[src/rtl/tts_pkg.sv]
// Shared types, field widths and character codes for the tile screen terminal.
package tts_pkg;

    // Field widths
    localparam int CHAR_W     = 8;
    localparam int TILE_W     = 16;
    localparam int COL_W      = 6;
    localparam int ROW_W      = 5;
    localparam int COLOR_W    = 4;
    localparam int ARG_W      = 2;
    localparam int COLS_CFG_W = 7;
    localparam int ROWS_CFG_W = 6;
    localparam int CFG_IDX_W  = 2;
    localparam int CFG_DATA_W = 16;

    // Register reset values
    localparam logic [COLS_CFG_W-1:0] RESET_COLS  = 7'd40;
    localparam logic [ROWS_CFG_W-1:0] RESET_ROWS  = 6'd13;
    localparam logic [TILE_W-1:0]     RESET_BLANK = 16'd544;

    // Tile word layout
    localparam int                    COLOR_SHIFT  = 11;
    localparam int                    PARITY_SHIFT = 10;
    localparam logic [TILE_W-1:0]     TILE_BASE    = 16'h0200;
    localparam logic [CHAR_W-1:0]     PAIR_MASK    = 8'hFE;
    localparam logic [CHAR_W-1:0]     SPACE_CHAR   = 8'h20;
    localparam int                    TAB_STOP     = 8;

    // Terminal control codes
    localparam logic [CHAR_W-1:0] CH_CLEAR    = 8'd0;
    localparam logic [CHAR_W-1:0] CH_HOME     = 8'd1;
    localparam logic [CHAR_W-1:0] CH_BS       = 8'd8;
    localparam logic [CHAR_W-1:0] CH_TAB      = 8'd9;
    localparam logic [CHAR_W-1:0] CH_SET_COL  = 8'd10;
    localparam logic [CHAR_W-1:0] CH_SET_ROW  = 8'd11;
    localparam logic [CHAR_W-1:0] CH_SET_CLR  = 8'd12;
    localparam logic [CHAR_W-1:0] CH_NEWLINE  = 8'd13;

    // Stdio control characters
    localparam logic [CHAR_W-1:0] CH_LF = 8'd10;
    localparam logic [CHAR_W-1:0] CH_CR = 8'd13;

    typedef enum logic [CFG_IDX_W-1:0] {
        CFG_COLS  = 2'd0,
        CFG_ROWS  = 2'd1,
        CFG_CODES = 2'd2,
        CFG_BLANK = 2'd3
    } cfg_idx_t;

    typedef enum logic [ARG_W-1:0] {
        ARG_NONE  = 2'd0,
        ARG_COL   = 2'd1,
        ARG_ROW   = 2'd2,
        ARG_COLOR = 2'd3
    } arg_t;

    typedef enum logic [3:0] {
        OP_READ     = 4'd0,
        OP_CLEAR    = 4'd1,
        OP_HOME     = 4'd2,
        OP_BACK     = 4'd3,
        OP_TAB      = 4'd4,
        OP_ARG      = 4'd5,
        OP_NEWLINE  = 4'd6,
        OP_CR       = 4'd7,
        OP_PRINT    = 4'd8,
        OP_SETCOL   = 4'd9,
        OP_SETROW   = 4'd10,
        OP_SETCOLOR = 4'd11
    } op_t;

    // Controller to datapath
    typedef struct packed {
        logic capture;
        logic rd_item;
        logic load_tile;
        logic home;
        logic back;
        logic cr;
        logic arg_sel;
        logic set_color;
        logic rem_start;
        logic set_arg;
        logic print;
        logic newline;
        logic clear_start;
        logic sweep_run;
        logic result_load;
    } tts_cmd_t;

    // Datapath to controller
    typedef struct packed {
        op_t  op;
        logic wrap;
        logic tab_more;
        logic need_scroll;
        logic sweep_done;
        logic rem_busy;
        logic out_busy;
    } tts_stat_t;

endpackage

[src/rtl/tts_ctrl.sv]
// Controller: sequences one item at a time through the datapath.
module tts_ctrl (
    input  logic                clk,
    input  logic                rst_n,
    input  logic                in_valid,
    output logic                in_stall,
    input  tts_pkg::tts_stat_t  stat,
    output tts_pkg::tts_cmd_t   cmd
);
    import tts_pkg::*;

    typedef enum logic [7:0] {
        S_INIT   = 8'b0000_0001,
        S_IDLE   = 8'b0000_0010,
        S_DECODE = 8'b0000_0100,
        S_READ   = 8'b0000_1000,
        S_PRINT  = 8'b0001_0000,
        S_MOD    = 8'b0010_0000,
        S_SWEEP  = 8'b0100_0000,
        S_DONE   = 8'b1000_0000
    } state_t;

    state_t state_reg, state_next;

    always_comb
    begin
        state_next = state_reg;
        cmd        = '0;
        unique case (state_reg)
            // Power-up fill of the screen memory
            S_INIT:
            begin
                cmd.sweep_run = 1'b1;
                if (stat.sweep_done)
                    state_next = S_IDLE;
            end
            S_IDLE:
            begin
                if (in_valid)
                begin
                    cmd.capture = 1'b1;
                    state_next  = S_DECODE;
                end
            end
            S_DECODE:
            begin
                unique case (stat.op)
                    OP_READ:
                    begin
                        cmd.rd_item = 1'b1;
                        state_next  = S_READ;
                    end
                    OP_CLEAR:
                    begin
                        cmd.clear_start = 1'b1;
                        state_next      = S_SWEEP;
                    end
                    OP_HOME:
                    begin
                        cmd.home   = 1'b1;
                        state_next = S_DONE;
                    end
                    OP_BACK:
                    begin
                        cmd.back   = 1'b1;
                        state_next = S_DONE;
                    end
                    OP_CR:
                    begin
                        cmd.cr     = 1'b1;
                        state_next = S_DONE;
                    end
                    OP_ARG:
                    begin
                        cmd.arg_sel = 1'b1;
                        state_next  = S_DONE;
                    end
                    OP_SETCOLOR:
                    begin
                        cmd.set_color = 1'b1;
                        state_next    = S_DONE;
                    end
                    OP_SETCOL, OP_SETROW:
                    begin
                        cmd.rem_start = 1'b1;
                        state_next    = S_MOD;
                    end
                    OP_TAB, OP_PRINT:
                    begin
                        state_next = S_PRINT;
                    end
                    OP_NEWLINE:
                    begin
                        cmd.newline = 1'b1;
                        state_next  = stat.need_scroll ? S_SWEEP : S_DONE;
                    end
                    default:
                    begin
                        state_next = S_DONE;
                    end
                endcase
            end
            S_READ:
            begin
                cmd.load_tile = 1'b1;
                state_next    = S_DONE;
            end
            // One cell per cycle; tab repeats until the next tab stop or a line wrap
            S_PRINT:
            begin
                cmd.print = 1'b1;
                priority if (stat.wrap && stat.need_scroll)
                    state_next = S_SWEEP;
                else if (stat.wrap)
                    state_next = S_DONE;
                else if ((stat.op == OP_TAB) && stat.tab_more)
                    state_next = S_PRINT;
                else
                    state_next = S_DONE;
            end
            S_MOD:
            begin
                if (!stat.rem_busy)
                begin
                    cmd.set_arg = 1'b1;
                    state_next  = S_DONE;
                end
            end
            S_SWEEP:
            begin
                cmd.sweep_run = 1'b1;
                if (stat.sweep_done)
                    state_next = S_DONE;
            end
            S_DONE:
            begin
                if (!stat.out_busy)
                begin
                    cmd.result_load = 1'b1;
                    state_next      = S_IDLE;
                end
            end
            default:
            begin
                state_next = S_IDLE;
            end
        endcase
    end

    always_ff @(posedge clk or negedge rst_n)
    begin
        if (!rst_n)
            state_reg <= S_INIT;
        else
            state_reg <= state_next;
    end

    assign in_stall = (state_reg != S_IDLE);

endmodule

[config.mk]
export PLATFORM = sky130hd
export DESIGN_NAME = tts_ctrl
export DESIGN_NICKNAME = d
export VERILOG_FILES = /design/src/rtl/tts_pkg.sv /design/src/rtl/tts_ctrl.sv
export SDC_FILE = /design/constraint.sdc
export NUM_CORES = 1
export LEC_CHECK = 0
export ABC_CLOCK_PERIOD_IN_PS = 2450
export BUFFER_PORTS_ARGS = -buffer_cell sky130_fd_sc_hd__buf_2
export CAP_MARGIN = 20
export CORE_MARGIN = 3
export CORE_UTILIZATION = 46
export DETAILED_ROUTE_END_ITERATION = 10
export PLACE_DENSITY = 0.77
export REMOVE_ABC_BUFFERS = 1
export SLEW_MARGIN = 10
export SYNTH_ARGS = -nofsm -noshare
export SYNTH_HDL_FRONTEND = slang
export SYNTH_SLANG_ARGS = --single-unit
[constraint.sdc]
create_clock -name clk -period 2.45 [get_ports clk]
set_input_delay 0.49 -clock clk [delete_from_list [all_inputs] [get_ports clk]]
set_output_delay 0.49 -clock clk [all_outputs]
set_load 0.02 [all_outputs]
==> flow_summary_export.csv <==
group,metric,value,unit
run_status,status,"completed",
finish,mostFrequentLayoutCell,"buf_2",
finish,largest_reg_flops,8,
critical_path,crit_type,"register to output port",
logic_synthesis,synth_cells,87,
die,die_area,2062,um^2
pwr,power,0.7081,mW
place,dp_cells,129,
global_routing,track_usage,19.61,%
route,wl,1.858,mm
global_routing,grt-ovfl-total,0,
sta,clock.fmax,416.0,MHz
logic_synthesis,synthAdderAreaFrac,0,%
die,boundaryPins,29,
critical_path,end_kind,"output port",
critical_path,worstPathRequired,1.96,ns
clocking,cts_tree,"done",
logic_synthesis,synth_area,714.4,um^2
global_routing,grt_pass1_vias,708,
clocking,numCtsBuffers,3,
route,via_count,786,
run,drv_cap,0,
route,dr.pass1.iters,4,
sta,relSlewSlack,70.67,%
finish,syn_to_final_growth,33.80,%
clocking,cts_root_buf,"clkbuf_4",
clocking,path_clk_slew,0.05,ns
clocking,cts_buffer_depth,2,
finish,final_cell_count_no_fill,135,
global_routing,antenna_found_initial,0,
clocking,cts_sinks,8,
logic_synthesis,ys_types,37,
sta,setup_violations,0,
finish,fillers,110,
logic_synthesis,synth_edf_count,0,
die,core,1383,um^2
logic_synthesis,yosysSeqAreaShare,28.20,%
sta,finalMaxSlewViolations,0,
global_routing,grt_max_degree,10,
critical_path,critPathLaunchType,"register",
clocking,cts_max_level,1,
clocking,clk-insertion-delay-late,0.25,ns
die,die_w,45.41,um
finish,nets,134,
logic_synthesis,synth_top_family_by_area,"simple AND/OR/NAND/NOR gates",
place,port_buffers,28,
critical_path,crit_fanout,5,
critical_path,reg2reg_depth,6,
pwr,p_sw,0.3012,mW
logic_synthesis,synth_compound_area_share,13.31,%
clocking,cts_hold_buf,0,
logic_synthesis,ys_async_sr_fraction,100.0,%
pwr,pwr-share-clk,14.7,%
route,drc,0,
sta,skew,0.0009306,ns
die,die_h,45.41,um
sta,period_minus_slack,2.404,ns
pwr,swShare,42.53,%
pwr,leakage,0.4320,nW
logic_synthesis,syn_avg_cell_area,8.212,um^2
die,rows,13,
logic_synthesis,synth.area.mux_share,0,%
critical_path,critical_path_arrival,1.91,ns
sta,tightest_slew,0.4339,ns
logic_synthesis,synth-seq-cells,8,
logic_synthesis,synth-simple-area-share,45.71,%
sta,fin_crit_sh,98.11,%
finish,drive_gt1_share,43.33,%
finish,fin_util,69.14,%
logic_synthesis,ys_warn_count,0,
logic_synthesis,synth_flop_cell,"dfrtp_1",
route,drtIter0Drc,16,
route,wl_per_cell,13.76,um
pwr,p_int,0.4069,mW
pwr,combPwrFrac,57.5,%
pwr,vdd_drop_max,0.0006062,V
place,place_congestion,0.8867,
global_routing,grt_pass1_wl,2.980,mm
finish,final_cell_mix,"buf_2 (21), nor2_1 (13), buf_4 (11)",
route,viasPerCell,5.822,
sta,hold_violations,0,
die,start_util,51.67,%
logic_synthesis,synth_xor_area_share,4.904,%
pwr,p_per_area,740.7,nW/um^2
route,ant_nets,0,
sta,rsz0062_at_grt,"yes",
pwr,power_frac_seq,27.8,%
worst_hold_path,hp-class,"primary input to async pin",
place,hpwl,1.430,mm
finish,n_antenna_cell,0,
cells in the mapped netlist (2+ instances only):
library cell  number  share of area (%)
buf_6              2                3.2
dfrtp_1            7                 25
inv_1              4                2.1
nand2_1            4                2.1
nand2b_1           4                3.5
nand3_1            5                3.5
nand4_1            4                3.5
nor2_1            15                7.9
nor3_1             5                3.5
nor3b_1            3                3.2
nor4b_1            2                2.5
o21ai_0            4                2.8
or3_1              2                1.8
xnor2_1            2                2.5
xor2_1             2                2.5
path summary, 6_finish.rpt:
path	endpoint	start	slack [ns]
max in group asynchronous	state_reg[0]	rst_n	2.16
min in group clk	state_reg[0]	stat[2]	0.46
worst max register to register	state_reg[1]	state_reg[1]	0.35
worst max-delay path	cmd[6]	state_reg[1]	0.05
worst min register to register	state_reg[0]	state_reg[0]	0.52
worst min-delay path	state_reg[7]	rst_n	0.06
what timing repair did:
action                                  CTS  global route
endpoints found under the setup margin    5             8
pin swaps                                 1             4
resized for setup                         4            13
cloned                                    0             0
buffers inserted                          1             1
power groups by stage:
stage	clock network (mW)	registers (mW)	logic, mW
floorplan	0	0.194	0.231
global placement	0	0.193	0.337
detailed placement	0	0.195	0.345
CTS	0.109	0.196	0.372
global route	0.118	0.199	0.448
finish	0.104	0.197	0.407
per-stage QoR:
stage	hold slack (ns)	setup WS [ns]	area (um^2)	setup TNS, ns
global placement	0.3309	0.2158	854.6	0
global route	0.05752	-0.04886	955.9	-0.1325
finish	0.06246	0.04626	955.9	0
detailed placement	0.3315	0.1555	854.6	0
CTS	0.05818	0.03420	907.1	0
floorplan	0.1944	0.1345	673.1	0
cell families after synthesis:
logic type	after synthesis
flops	8
buf+inv	8
compound gates	13
simple gates	54
xor+xnor	4
per-layer routing:
| metal | GRT usage (%) | wire [um] |
|---|---|---|
| met4 | 4.678 | 14 |
| met1 | 25.86 | 762 |
| met3 | 5.929 | 171 |
| met2 | 31.20 | 909 |
| met5 | 0 | 0 |
worst max-delay path, stage by stage (launching register included):
cell and delay [ns]:
dfrtp_1 0.40, nor4_4 0.37, nand4b_4 0.17, or3b_4 0.42, a21oi_2 0.16, buf_6 0.14
layout make-up:
cell class,instances,area (um^2),area share [%]
Sequential cell,8,201.4,21.07
Inverter,4,15.01,1.571
Clock buffer,4,26.28,2.749
Tap cell,15,18.77,1.963
Multi-Input combinational cell,71,495.5,51.83
Timing Repair Buffer,33,198.9,20.81
Power figures use the tool's default switching activity.
